--- config.mk ---
export PLATFORM = sky130hd
export DESIGN_NAME = ascii_hex_frame_decoder_lrc_flat
export DESIGN_NICKNAME = d
export VERILOG_FILES = /design/src/rtl/core/ahfd_pkg.sv /design/src/rtl/core/ahfd_chan_if.sv /design/src/rtl/core/ascii_hex_frame_decoder_lrc.sv /design/src/flat_wrapper.sv
export SDC_FILE = /design/constraint.sdc
export NUM_CORES = 1
export LEC_CHECK = 0
export BUFFER_PORTS_ARGS = -buffer_cell sky130_fd_sc_hd__buf_2
export CORE_AREA = 10 10 47 49
export CTS_BUF_LIST = sky130_fd_sc_hd__clkbuf_8 sky130_fd_sc_hd__clkbuf_16
export CTS_CLUSTER_DIAMETER = 30
export DETAILED_ROUTE_END_ITERATION = 12
export DIE_AREA = 0 0 57 59
export HOLD_SLACK_MARGIN = 0.1
export REMOVE_ABC_BUFFERS = 1
export SLEW_MARGIN = 20
export SYNTH_ARGS = -nofsm -noshare
export SYNTH_HDL_FRONTEND = slang
export SYNTH_SLANG_ARGS = --single-unit
--- constraint.sdc ---
create_clock -name clock -period 1.1 [get_ports clock]
set_clock_uncertainty 0.05 [all_clocks]
set_input_delay 0.11 -clock clock [delete_from_list [all_inputs] [get_ports clock]]
set_output_delay 0.11 -clock clock [all_outputs]
set_load 0.05 [all_outputs]
--- src/rtl/core/ahfd_pkg.sv ---
`default_nettype none

package ahfd_pkg;

   typedef logic [7:0] char_type;
   typedef logic [3:0] nibble_type;
   typedef logic [1:0] count_type;

   typedef enum logic {
      KIND_DATA    = 1'b0,
      KIND_VERDICT = 1'b1
   } kind_type;

   typedef enum logic [1:0] {
      STATUS_OK         = 2'd0,
      STATUS_BAD_LENGTH = 2'd1,
      STATUS_BAD_HEX    = 2'd2,
      STATUS_LRC        = 2'd3
   } status_type;

   typedef struct packed {
      char_type character;
      logic     end_of_frame;
   } req_payload_type;

   typedef struct packed {
      kind_type   kind;
      char_type   data_byte;
      status_type status;
   } rsp_payload_type;

   typedef struct packed {
      logic       good;
      nibble_type value;
   } hex_digit_type;

   localparam char_type CHAR_ZERO    = 8'h30;  // '0'
   localparam char_type CHAR_NINE    = 8'h39;  // '9'
   localparam char_type CHAR_UPPER_A = 8'h41;  // 'A'
   localparam char_type CHAR_UPPER_F = 8'h46;  // 'F'
   localparam char_type CHAR_LOWER_A = 8'h61;  // 'a'
   localparam char_type CHAR_LOWER_F = 8'h66;  // 'f'
   localparam char_type HEX_LETTER_OFFSET = 8'd10;

   // head + at least one hex pair (two payload chars) is 3; the count stops at 3
   localparam count_type CHARS_MIN_FRAME = 2'd3;

   function automatic hex_digit_type hex_decode(input char_type c);
      hex_digit_type d;
      char_type      v;
      d.good = 1'b1;
      v      = '0;
      if (c >= CHAR_ZERO && c <= CHAR_NINE) begin
         v = c - CHAR_ZERO;
      end else if (c >= CHAR_UPPER_A && c <= CHAR_UPPER_F) begin
         v = c - CHAR_UPPER_A + HEX_LETTER_OFFSET;
      end else if (c >= CHAR_LOWER_A && c <= CHAR_LOWER_F) begin
         v = c - CHAR_LOWER_A + HEX_LETTER_OFFSET;
      end else begin
         d.good = 1'b0;
      end
      d.value = v[3:0];
      return d;
   endfunction

endpackage

`default_nettype wire

--- src/rtl/core/ahfd_chan_if.sv ---
`default_nettype none

interface ahfd_chan_if #(
   parameter type payload_type = logic
);
   logic        valid;
   logic        ready;
   payload_type payload;

   modport source (output valid, output payload, input ready);
   modport sink   (input valid, input payload, output ready);
endinterface

`default_nettype wire

--- src/rtl/core/ascii_hex_frame_decoder_lrc.sv ---
// An accepted character's data byte or verdict, if any, shows in the next cycle.
// Throughput: one character per cycle unless a result stalls; hex decode and the
// 8-bit LRC add sit between the request port and the result register.
// A stalled result holds its register; a new character is still taken when
// the result is being consumed in the same cycle.
// Reset (synchronous): no result pending, decoder waits for a head character.
`default_nettype none

module ascii_hex_frame_decoder_lrc (
   input  wire logic   clock,
   input  wire logic   reset,
   ahfd_chan_if.sink   req_chan,
   ahfd_chan_if.source rsp_chan
);

   logic                        in_frame_ff, in_frame_in;
   logic                        second_half_ff, second_half_in;
   ahfd_pkg::nibble_type        high_nibble_ff, high_nibble_in;
   logic                        high_nibble_bad_ff, high_nibble_bad_in;
   ahfd_pkg::char_type          byte_sum_ff, byte_sum_in;
   ahfd_pkg::count_type         chars_seen_ff, chars_seen_in;
   logic                        hex_error_ff, hex_error_in;
   logic                        rsp_valid_ff, rsp_valid_in;
   ahfd_pkg::rsp_payload_type   rsp_payload_ff, rsp_payload_in;

   logic                        req_accept;
   ahfd_pkg::req_payload_type   req_item;
   ahfd_pkg::hex_digit_type     digit;
   ahfd_pkg::char_type          pair_byte;
   ahfd_pkg::status_type        verdict;

   assign req_item         = req_chan.payload;
   assign req_chan.ready   = !rsp_valid_ff || rsp_chan.ready;
   assign req_accept       = req_chan.valid && req_chan.ready;
   assign rsp_chan.valid   = rsp_valid_ff;
   assign rsp_chan.payload = rsp_payload_ff;

   assign digit     = ahfd_pkg::hex_decode(req_item.character);
   assign pair_byte = {high_nibble_ff, digit.value};

   always_comb begin
      if (chars_seen_ff < ahfd_pkg::CHARS_MIN_FRAME || !second_half_ff) begin
         verdict = ahfd_pkg::STATUS_BAD_LENGTH;
      end else if (hex_error_ff) begin
         verdict = ahfd_pkg::STATUS_BAD_HEX;
      end else if (byte_sum_ff != '0) begin
         verdict = ahfd_pkg::STATUS_LRC;
      end else begin
         verdict = ahfd_pkg::STATUS_OK;
      end
   end

   always_comb begin
      in_frame_in        = in_frame_ff;
      second_half_in     = second_half_ff;
      high_nibble_in     = high_nibble_ff;
      high_nibble_bad_in = high_nibble_bad_ff;
      byte_sum_in        = byte_sum_ff;
      chars_seen_in      = chars_seen_ff;
      hex_error_in       = hex_error_ff;
      rsp_valid_in       = rsp_valid_ff && !rsp_chan.ready;
      rsp_payload_in     = rsp_payload_ff;

      if (req_accept) begin
         if (!in_frame_ff || req_item.end_of_frame) begin
            // head character or final character: frame state starts over
            second_half_in     = 1'b0;
            high_nibble_in     = '0;
            high_nibble_bad_in = 1'b0;
            byte_sum_in        = '0;
            hex_error_in       = 1'b0;
            in_frame_in        = !in_frame_ff && !req_item.end_of_frame;
            chars_seen_in      = in_frame_in ? 2'd1 : 2'd0;
            if (req_item.end_of_frame) begin
               rsp_valid_in             = 1'b1;
               rsp_payload_in.kind      = ahfd_pkg::KIND_VERDICT;
               rsp_payload_in.data_byte = '0;
               rsp_payload_in.status    = in_frame_ff ? verdict
                                                      : ahfd_pkg::STATUS_BAD_LENGTH;
            end
         end else begin
            if (chars_seen_ff < ahfd_pkg::CHARS_MIN_FRAME) begin
               chars_seen_in = chars_seen_ff + 2'd1;
            end
            if (!second_half_ff) begin
               high_nibble_in     = digit.value;
               high_nibble_bad_in = !digit.good;
               second_half_in     = 1'b1;
            end else begin
               second_half_in = 1'b0;
               if (hex_error_ff || high_nibble_bad_ff || !digit.good) begin
                  hex_error_in = 1'b1;
               end else begin
                  byte_sum_in              = byte_sum_ff + pair_byte;
                  rsp_valid_in             = 1'b1;
                  rsp_payload_in.kind      = ahfd_pkg::KIND_DATA;
                  rsp_payload_in.data_byte = pair_byte;
                  rsp_payload_in.status    = ahfd_pkg::STATUS_OK;
               end
            end
         end
      end
   end

   always_ff @(posedge clock) begin
      if (reset) begin
         in_frame_ff        <= 1'b0;
         second_half_ff     <= 1'b0;
         high_nibble_ff     <= '0;
         high_nibble_bad_ff <= 1'b0;
         byte_sum_ff        <= '0;
         chars_seen_ff      <= '0;
         hex_error_ff       <= 1'b0;
         rsp_valid_ff       <= 1'b0;
      end else begin
         in_frame_ff        <= in_frame_in;
         second_half_ff     <= second_half_in;
         high_nibble_ff     <= high_nibble_in;
         high_nibble_bad_ff <= high_nibble_bad_in;
         byte_sum_ff        <= byte_sum_in;
         chars_seen_ff      <= chars_seen_in;
         hex_error_ff       <= hex_error_in;
         rsp_valid_ff       <= rsp_valid_in;
      end
   end

   always_ff @(posedge clock) begin
      rsp_payload_ff <= rsp_payload_in;
   end

   // the character count is nonzero exactly while a frame is open
   assert property (@(posedge clock) disable iff (reset)
      in_frame_ff == (chars_seen_ff != '0))
      else $error("character count out of step with frame state");

   // an open pair only exists inside a frame
   assert property (@(posedge clock) disable iff (reset)
      second_half_ff |-> in_frame_ff)
      else $error("pair half set outside a frame");

   // a final character always yields a verdict and closes the frame
   assert property (@(posedge clock) disable iff (reset)
      (req_accept && req_item.end_of_frame) |=>
         (rsp_valid_ff && rsp_payload_ff.kind == ahfd_pkg::KIND_VERDICT && !in_frame_ff))
      else $error("final character did not produce a verdict");

   // data bytes never carry a status
   assert property (@(posedge clock) disable iff (reset)
      (rsp_valid_ff && rsp_payload_ff.kind == ahfd_pkg::KIND_DATA) |->
         rsp_payload_ff.status == ahfd_pkg::STATUS_OK)
      else $error("data item with nonzero status");

endmodule

`default_nettype wire
--- src/flat_wrapper.sv ---
// flat-port wrapper written by rule: the top's interface ports become plain ports
module ascii_hex_frame_decoder_lrc_flat 
  (clock, reset, req_chan_valid, req_chan_payload, req_chan_ready, rsp_chan_valid, rsp_chan_payload, rsp_chan_ready);
  ahfd_chan_if req_chan_i ();
  ahfd_chan_if rsp_chan_i ();
  input  wire logic clock;
  input  wire logic reset;
  input wire logic [$bits(req_chan_i.valid)-1:0] req_chan_valid;
  input wire logic [$bits(req_chan_i.payload)-1:0] req_chan_payload;
  output wire logic [$bits(req_chan_i.ready)-1:0] req_chan_ready;
  output wire logic [$bits(rsp_chan_i.valid)-1:0] rsp_chan_valid;
  output wire logic [$bits(rsp_chan_i.payload)-1:0] rsp_chan_payload;
  input wire logic [$bits(rsp_chan_i.ready)-1:0] rsp_chan_ready;
  assign req_chan_i.valid = req_chan_valid;
  assign req_chan_i.payload = req_chan_payload;
  assign req_chan_ready = req_chan_i.ready;
  assign rsp_chan_valid = rsp_chan_i.valid;
  assign rsp_chan_payload = rsp_chan_i.payload;
  assign rsp_chan_i.ready = rsp_chan_ready;
  ascii_hex_frame_decoder_lrc u_core (.clock(clock), .reset(reset), .req_chan(req_chan_i), .rsp_chan(rsp_chan_i));
endmodule
==> results.py, run 1 <==
metrics = {
    "floorplanning": {
        "start_util": 0.233,
        "core-area_um2": 1400,
        "fp.dieArea_um2": 3360,
        "die_h_um": 59,
        "num_io_pins": 8,
        "die_x_um": 57,
        "rows": 14,
    },
    "setup_path": {
        "path_max_fanout": 2,
        "cp.arrival_ns": 1.23,
        "reg2reg_slack_ns": -0.04,
        "critical_path_required_ns": 1.19,
        "worstSetupPathType": "register to register",
        "startpoint_type": "register",
        "worstSetupEndpointType": "register",
    },
    "clock_network": {
        "clkTransAtPathRegs_ns": 0.04,
        "cts_root_buf": "clkbuf_8",
        "clk_latency_ns": 0.23,
        "cts_made_buffers": 3,
        "cts.sinks": 6,
        "cts_tree": "done",
        "clockBufferDepth": 2,
        "ctsHtreeMaxLevel": 1,
    },
    "timing": {
        "whs_ns": 0.158,
        "fin_crit_sh": 1.03,
        "drv_slew": 0,
        "rsz0062_at_grt": "yes",
        "finalSetupViolCount": 1,
        "tightestPinTransition_ns": 0.250,
        "fmax_mhz": 880,
        "setup_slack_ns": -0.0367,
        "hold_viol": 0,
        "relSlewSlack": 0.834,
        "period_needed_ns": 1.14,
    },
    "synthesis": {
        "synthArstFlopShare": 0,
        "synth_top_area_share": 0.307,
        "synth_seq_cells": 6,
        "synth_edf_count": 1,
        "yosysSeqAreaShare": 0.398,
        "synth_cells": 30,
        "synth_top_flop_cell": "dfxtp_1",
        "syn_area_per_cell_um2": 10.9,
        "synth_area_leader_cell": "dfxtp_1",
        "yosysMostFrequentCell": "dfxtp_1",
        "synthTopCellsByCount": "dfxtp_1 (5), a21oi_1 (3), nand3_1 (3)",
        "synth_warnings": 0,
        "yosysUniqueCellTypes": 21,
        "ys_top_cells_by_area": "dfxtp_1 (31%), edfxtp_1 (9.2%), a21oi_1 (4.6%)",
        "syn_area_um2": 327,
    },
    "grt": {
        "grt_pass1_vias": 289,
        "grt_pass1_wl_um": 1280,
        "grt_max_degree": 11,
        "grt-ovfl-total": 0,
        "track_usage": 0.0507,
        "antenna_found_initial": 0,
    },
    "route": {
        "viasPerCell": 4.67,
        "wire_per_inst_um": 12.2,
        "vias": 280,
        "routed_wl_um": 734,
        "first_pass_iters": 3,
        "drc": 0,
        "antenna_left": 0,
        "drt_iter0_drc": 4,
    },
    "worst_hold_path": {
        "hold_path.class": "input port to register",
    },
    "power_and_ir_drop": {
        "p_leak_nw": 0.185,
        "p_per_area_nw_per_um2": 1430,
        "switching_share": 0.238,
        "switchingPower_mw": 0.160,
        "clkPwrFrac": 0.516,
        "p_int_mw": 0.513,
        "pwr-share-seq": 0.362,
        "ir_drop_v": 0.000460,
        "p_comb_frac": 0.122,
    },
    "cells_and_area": {
        "multi_input_area_um2": 184,
        "drive_above_1_share": 0.545,
        "final_area_um2": 470,
        "n_fill_cell": 161,
        "num_antenna_cells": 0,
        "syn2layout_area_growth_pct": 44.1,
        "final_nets": 51,
        "seq_area_um2": 133,
    },
    "outcome": {
        "outcome": "complete, but fails checks",
        "violations": "setup timing",
    },
    "placed_design": {
        "gp_congestion": 0.737,
        "hpwl_um": 489,
        "post_dp_cell_area_um2": 370,
        "place.port_buffers": 7,
        "place_ws_ns": -0.0548,
    },
    "run": {
        "maxCapViolCount": 0,
    },
}
logic make-up (layout without fill, tap and decap cells):
family / after synthesis / after routing / synth area share
compound gates: 9 / 9 / 0.234
fa+ha+maj: 1 / 1 / 0.0383
buf+inv: 3 / 17 / 0.0919
flops: 6 / 6 / 0.398
simple gates: 11 / 11 / 0.238
worst paths after layout:
path	from	endpoint	cells after the start
max	u_core.chars_seen_ff[0]$_SDFFE_PP0P_	u_core.chars_seen_ff[1]$_SDFFE_PP0P_	4
min	req_chan_payload	u_core.rsp_chan.valid$_SDFF_PP0_	3
max reg2reg	u_core.chars_seen_ff[0]$_SDFFE_PP0P_	u_core.chars_seen_ff[1]$_SDFFE_PP0P_	4
min reg2reg	u_core.second_half_ff$_SDFFE_PP0P_	u_core.rsp_chan.payload$_SDFFCE_PP1P_	1
cells in the final DEF (no fill, tap or decap), drive strengths merged:
master       count
buf             11
dfxtp            5
nand3            4
a21oi            3
clkbuf           3
nand2            2
nand2b           2
inv              2
and4bb           1
o211a            1
o22ai            1
a21bo            1
nor3b            1
nor3             1
o21bai           1
a31oi            1
a311oi           1
ha               1
dlygate4sd3      1
edfxtp           1
cell type report:
class,count,area share
tap,16,0.0426
timing repair buffer,12,0.181
clock buffer,3,0.0878
clock inverter,1,0.00798
multi-input combinational,21,0.391
inverter,1,0.00798
sequential,6,0.282
metrics by stage:
| step | instances | power [mW] | utilization | TNS [ns] |
|---|---|---|---|---|
| after floorplan | 28 | 0.288 | - | -1.55 |
| after global placement | 53 | 0.316 | 0.264 | -0.0275 |
| after detailed placement | 53 | 0.317 | 0.264 | -0.0624 |
| after CTS | 57 | 0.683 | 0.315 | -0.0666 |
| after global routing | 60 | 0.714 | 0.336 | -0.0747 |
| final | 60 | 0.673 | 0.336 | -0.0367 |
critical path, cell delays in order, from the launching register on:
cell	delay [ns]
dfxtp_2	0.33
ha_4	0.25
and4bb_2	0.22
nand3_2	0.06
o22ai_1	0.14
per-layer routing:
layer	up-vias	part of all wire	track usage
met5	-	0	0
met4	0	0	0.0302
met3	0	0.14	0.0515
met2	11	0.41	0.0636
met1	129	0.45	0.0515
li1	140	-	-
sequential cells by signal (all words and copies together) (netlist names):
signal / flops
u_core.chars_seen_ff: 2
u_core.in_frame_ff: 1
u_core.rsp_chan.payload: 1
u_core.rsp_chan.valid: 1
u_core.second_half_ff: 1
power groups by stage:
stage	clock network, mW	registers [mW]	logic, mW
global placement	0	0.245	0.0713
global route	0.380	0.245	0.0897
detailed placement	0	0.245	0.0718
finish	0.347	0.244	0.0820
floorplan	0	0.252	0.0356
CTS	0.362	0.244	0.0760
timing repair:
item,in CTS,in global routing
pin swaps,1,5
endpoints found under the setup margin,3,3
resized for setup,7,1
buffers inserted,0,2
hold endpoints to repair,3,1
(Power assumes the default switching activity.)
==> inputs of run 2 (changes only) <==
--- a/config.mk
+++ b/config.mk
@@ -5,10 +5,12 @@
 export SDC_FILE = /design/constraint.sdc
 export NUM_CORES = 1
 export LEC_CHECK = 0
+export ABC_AREA = 1
 export BUFFER_PORTS_ARGS = -buffer_cell sky130_fd_sc_hd__buf_2
 export CORE_AREA = 10 10 47 49
 export CTS_BUF_LIST = sky130_fd_sc_hd__clkbuf_8 sky130_fd_sc_hd__clkbuf_16
 export CTS_CLUSTER_DIAMETER = 30
+export CTS_CLUSTER_SIZE = 14
 export DETAILED_ROUTE_END_ITERATION = 12
 export DIE_AREA = 0 0 57 59
 export HOLD_SLACK_MARGIN = 0.1
==> results.py, run 2 <==
metrics = {
    "cells_and_area": {
        "stdcell_count": 68,
        "final_common_cell": "nand2_1",
        "top_register": "u_core.chars_seen_ff",
        "syn2layout_area_growth_pct": 39.1,
        "final_nets": 59,
        "final_cell_mix": "nand2_1 (8), nor2_1 (7), buf_2 (6)",
        "post-route-util": 0.296,
        "n_fill_cell": 170,
        "drive_above_1_share": 0.404,
        "largest_reg_flops": 2,
        "num_antenna_cells": 0,
    },
    "setup_path": {
        "critical_path_required_ns": 0.94,
        "rr_endpoint": "u_core.chars_seen_ff[0]$_SDFFE_PP0P_",
        "reg2reg_slack_ns": 0.08,
        "timing.rr.start": "u_core.chars_seen_ff[1]$_SDFFE_PP0P_",
        "path_depth": 2,
        "endpoint": "req_chan_ready",
        "r2r_cells": 6,
        "crit_slowest_cell": "dfxtp_1",
        "crit_path_start": "u_core.rsp_chan.valid$_SDFF_PP0_",
        "path_max_fanout": 3,
        "worstSetupEndpointType": "primary output",
        "cp.buffers_inverters": 1,
        "startpoint_type": "register",
        "max_stage_delay_ns": 0.37,
        "worstSetupPathType": "register to primary output",
        "cp.arrival_ns": 0.89,
        "cp_top_family": "flip-flops",
        "cp_cell_sequence": "nand2_2, clkbuf_4",
    },
    "worst_hold_path": {
        "hold_path.class": "input port to register",
    },
    "route": {
        "antenna_left": 0,
        "first_pass_iters": 2,
        "viasPerCell": 4.18,
        "routed_wl_um": 693,
        "vias": 284,
        "drt_iter0_drc": 4,
        "drc": 0,
        "wire_per_inst_um": 10.2,
    },
    "clock_network": {
        "cts.sinks": 6,
        "cts_tree": "done",
        "ctsHtreeMaxLevel": 1,
        "clk_latency_ns": 0.23,
        "cts_made_buffers": 3,
        "clockBufferDepth": 2,
        "cts_root_buf": "clkbuf_8",
        "clkTransAtPathRegs_ns": 0.04,
    },
    "timing": {
        "hold_viol": 0,
        "fmax_mhz": 952,
        "fin_crit_sh": 0.955,
        "rsz0062_at_grt": "no",
        "tightestPinTransition_ns": 0.253,
        "finalSetupViolCount": 0,
        "period_needed_ns": 1.05,
        "drv_slew": 0,
        "relSlewSlack": 0.833,
        "final.setup.tns_ns": 0,
    },
    "synthesis": {
        "synth_warnings": 0,
        "synth_top_flop_cell": "dfxtp_1",
        "synthArstFlopShare": 0,
        "synth_cells": 40,
        "yosysUniqueCellTypes": 14,
        "yosysMostFrequentCell": "nand2_1",
        "syn_area_per_cell_um2": 7.44,
        "synthTopCellsByCount": "nand2_1 (8), nor2_1 (7), dfxtp_1 (5)",
        "synth_seq_cells": 6,
        "synth_top_area_share": 0.336,
        "ys_top_cells_by_area": "dfxtp_1 (34%), edfxtp_1 (10%), nand2_1 (10%)",
        "synth_area_leader_cell": "dfxtp_1",
        "yosysSeqAreaShare": 0.437,
        "syn_area_um2": 298,
        "synth_edf_count": 1,
    },
    "placed_design": {
        "placed_cells": 63,
        "place.port_buffers": 7,
        "hpwl_um": 500,
        "gp_congestion": 0.688,
    },
    "floorplanning": {
        "core-area_um2": 1400,
        "start_util": 0.213,
        "die_h_um": 59,
        "rows": 14,
        "die_x_um": 57,
        "fp.dieArea_um2": 3360,
        "num_io_pins": 8,
    },
    "grt": {
        "grt_pass1_vias": 297,
        "grt-ovfl-total": 0,
        "grt_pass1_wl_um": 1210,
        "track_usage": 0.0502,
        "antenna_found_initial": 0,
        "grt_max_degree": 7,
    },
    "power_and_ir_drop": {
        "p_leak_nw": 0.200,
        "ir_drop_v": 0.000516,
        "p_per_area_nw_per_um2": 1620,
        "total_power_mw": 0.672,
    },
    "run": {
        "maxCapViolCount": 0,
    },
    "outcome": {
        "outcome": "finished, final reports clean",
    },
}
run 2: cell type report:
class / count / area (µm²) / share of cell area
multi-input cells: 28 / 148 / 0.356
flip-flops and latches: 6 / 131 / 0.317
repair buffers: 8 / 47.5 / 0.115
clock buffers: 3 / 41.3 / 0.0997
inverters: 6 / 22.5 / 0.0544
well taps: 16 / 20.0 / 0.0483
clock inverters: 1 / 3.75 / 0.00906
run 2: repair_timing:
item / 4_1_cts / 5_1_grt
setup buffers: 0 / 0
hold endpoints to repair: 1 / 0
hold buffers: 1 / 0
resized for setup: 0 / 4
setup endpoints to repair: 0 / 3
run 2: power by group:
| group | total, mW | switching [mW] | internal, mW |
|---|---|---|---|
| sequential | 0.248 | 0.0115 | 0.236 |
| combinational | 0.0751 | 0.0474 | 0.0277 |
| clock | 0.349 | 0.109 | 0.241 |
run 2: cells by family (layout without fill, tap and decap cells):
| logic type | Yosys count | count (layout) | synth area share |
|---|---|---|---|
| and+or+nand+nor | 23 | 23 | 0.353 |
| adders and majority gates | 1 | 1 | 0.0420 |
| AOI/OAI and AO/OA | 4 | 4 | 0.0924 |
| DFF | 6 | 6 | 0.437 |
| buffers and inverters | 6 | 18 | 0.0756 |
run 2: per-layer routing:
metal / track usage / vias up / routed length (µm)
li1: - / 149 / -
met1: 0.0393 / 124 / 271
met2: 0.0760 / 6 / 339
met3: 0.0343 / 5 / 45
met4: 0.0604 / 0 / 36
met5: 0 / - / 0
run 2: how the worst min path moves through the flow:
stage	start	endpoint	slack, ns	depth (start not counted)
2_1_floorplan	reset	u_core.second_half_ff$_SDFFE_PP0P_	0.12	1
3_3_place_gp	reset	u_core.second_half_ff$_SDFFE_PP0P_	0.24	2
3_5_place_dp	reset	u_core.second_half_ff$_SDFFE_PP0P_	0.24	2
4_1_cts	req_chan_valid	u_core.second_half_ff$_SDFFE_PP0P_	0.17	4
5_1_grt	req_chan_valid	u_core.second_half_ff$_SDFFE_PP0P_	0.19	4
6_report	req_chan_valid	u_core.second_half_ff$_SDFFE_PP0P_	0.17	4
run 2: worst min-delay path: cells and delay by family:
kind | cells | cell delay, ns
simple gates | 2 | 0.14
buf+inv | 1 | 0.09
compound gates | 1 | 0.05
run 2: metrics by stage:
step                instance area [µm²]  hold WS [ns]  setup slack, ns
CTS                                 408         0.172           0.0216
global placement                    353         0.238           0.0600
global route                        414         0.194          0.00413
floorplan                           298         0.122           -0.391
finish                              414         0.170           0.0497
detailed placement                  353         0.237           0.0464
==> inputs of run 3 (changes only) <==
--- a/config.mk
+++ b/config.mk
@@ -6,7 +6,7 @@
 export NUM_CORES = 1
 export LEC_CHECK = 0
 export ABC_AREA = 1
-export BUFFER_PORTS_ARGS = -buffer_cell sky130_fd_sc_hd__buf_2
+export BUFFER_PORTS_ARGS = -buffer_cell sky130_fd_sc_hd__buf_4
 export CORE_AREA = 10 10 47 49
 export CTS_BUF_LIST = sky130_fd_sc_hd__clkbuf_8 sky130_fd_sc_hd__clkbuf_16
 export CTS_CLUSTER_DIAMETER = 30
==> results.py, run 3 (synthesis results as in run 2) <==
metrics = {
    "outcome": {
        "outcome": "finished, final reports clean",
    },
    "run": {
        "maxCapViolCount": 0,
    },
    "route": {
        "antenna_left": 0,
        "vias": 272,
        "first_pass_iters": 4,
        "wire_per_inst_um": 9.38,
        "routed_wl_um": 638,
        "viasPerCell": 4.00,
        "drt_iter0_drc": 3,
        "drc": 0,
    },
    "timing": {
        "period_needed_ns": 1.03,
        "fin_crit_sh": 0.939,
        "drv_slew": 0,
        "whs_ns": 0.158,
        "tightestPinTransition_ns": 0.206,
        "finalSetupViolCount": 0,
        "rsz0062_at_grt": "no",
        "hold_viol": 0,
        "relSlewSlack": 0.863,
        "final.setup.tns_ns": 0,
        "fmax_mhz": 968,
    },
    "grt": {
        "track_usage": 0.0428,
        "grt_pass1_vias": 265,
        "grt-ovfl-total": 0,
        "antenna_found_initial": 0,
        "grt_pass1_wl_um": 1040,
        "grt_max_degree": 7,
    },
    "floorplanning": {
        "fp.dieArea_um2": 3360,
        "die_h_um": 59,
        "num_io_pins": 8,
        "die_x_um": 57,
        "start_util": 0.213,
        "rows": 14,
        "core-area_um2": 1400,
    },
    "clock_network": {
        "clk_latency_ns": 0.23,
        "clkTransAtPathRegs_ns": 0.04,
        "cts.sinks": 6,
        "post_cts_buffers": 0,
        "ctsHtreeMaxLevel": 1,
        "cts_made_buffers": 3,
        "clockBufferDepth": 2,
        "cts_tree": "done",
        "cts_root_buf": "clkbuf_8",
    },
    "setup_path": {
        "timing.rr.start": "u_core.chars_seen_ff[0]$_SDFFE_PP0P_",
        "cp_cell_sequence": "nand2_2, buf_4",
        "crit_path_start": "u_core.rsp_chan.valid$_SDFF_PP0_",
        "crit_slowest_cell": "dfxtp_1",
        "cp_top_family": "flip-flops",
        "cp.buffers_inverters": 1,
        "reg2reg_slack_ns": 0.08,
        "path_max_fanout": 3,
        "worstSetupPathType": "register to primary output",
        "startpoint_type": "register",
        "r2r_cells": 6,
        "rr_endpoint": "u_core.chars_seen_ff[0]$_SDFFE_PP0P_",
        "max_stage_delay_ns": 0.37,
        "critical_path_required_ns": 0.94,
        "worstSetupEndpointType": "primary output",
        "cp.arrival_ns": 0.87,
    },
    "worst_hold_path": {
        "worstHoldEndpoint": "u_core.second_half_ff$_SDFFE_PP0P_",
        "hp-start": "req_chan_valid",
        "hold_path.class": "input port to register",
        "hold_depth": 4,
    },
    "cells_and_area": {
        "final_area_um2": 429,
        "num_antenna_cells": 0,
        "final_common_cell": "nand2_1",
        "syn2layout_area_growth_pct": 44.1,
        "top_register": "u_core.chars_seen_ff",
        "final_cell_mix": "nand2_1 (8), nor2_1 (7), buf_4 (7)",
        "multi_input_area_um2": 148,
        "seq_area_um2": 131,
        "drive_above_1_share": 0.404,
        "stdcell_count": 68,
        "n_fill_cell": 163,
        "final_nets": 59,
        "largest_reg_flops": 2,
    },
    "placed_design": {
        "place.port_buffers": 7,
        "placed_cells": 63,
        "hpwl_um": 500,
        "post_dp_cell_area_um2": 370,
        "gp_congestion": 0.745,
    },
    "power_and_ir_drop": {
        "p_per_area_nw_per_um2": 1570,
        "ir_drop_v": 0.000492,
        "p_leak_nw": 0.205,
    },
}
[run 3: where the power goes]
group	switching (mW)	leakage, nW	internal, mW
logic	0.0473	0.130	0.0334
clock network	0.107	0.0269	0.241
registers	0.0109	0.0481	0.236
total	0.165	0.205	0.510
[run 3: metal layers]
metal  vias to the layer above  global-route usage  share of wire
met1                       117              0.0321           0.41
met2                         5              0.0682           0.49
li1                        148                   -              -
met3                         2              0.0279          0.061
met5                         -                   0              0
met4                         0              0.0503          0.036
[run 3: area by class of cell]
cell class                 count  area share
clock buffer                   3      0.0962
multi-input combinational     28       0.344
tap                           16      0.0466
timing repair buffer           8       0.146
inverter                       6      0.0525
sequential                     6       0.306
clock inverter                 1     0.00875
[run 3: worst reg2reg max path, stage by stage (launching register included)]
cell	delay (ns)
dfxtp_2	0.34
ha_2	0.19
nand3_2	0.10
inv_2	0.07
nor2_2	0.04
nor2_1	0.08
nor2_1	0.05
[run 3: worst max path at each step]
stage	endpoint	cells after the start
finish	req_chan_ready	2
global route	u_core.chars_seen_ff[1]$_SDFFE_PP0P_	5
CTS	u_core.chars_seen_ff[0]$_SDFFE_PP0P_	6
detailed placement	u_core.chars_seen_ff[0]$_SDFFE_PP0P_	6
global placement	u_core.chars_seen_ff[0]$_SDFFE_PP0P_	6
floorplan	u_core.rsp_chan.payload$_SDFFCE_PP1P_	3
[run 3: timing repair]
item / 4_1_cts / 5_1_grt
resized for setup: 0 / 3
endpoints found under the hold margin: 1 / 0
endpoints found under the setup margin: 0 / 2
hold buffers: 1 / 0
[run 3: through the flow]
stage	utilization	power (mW)	setup slack, ns
final	0.306	0.676	0.0674
after global routing	0.306	0.709	0.0143
after CTS	0.304	0.684	0.0265
after detailed placement	0.264	0.328	0.0362
after global placement	0.264	0.327	0.0500
after floorplan	-	0.300	-0.391
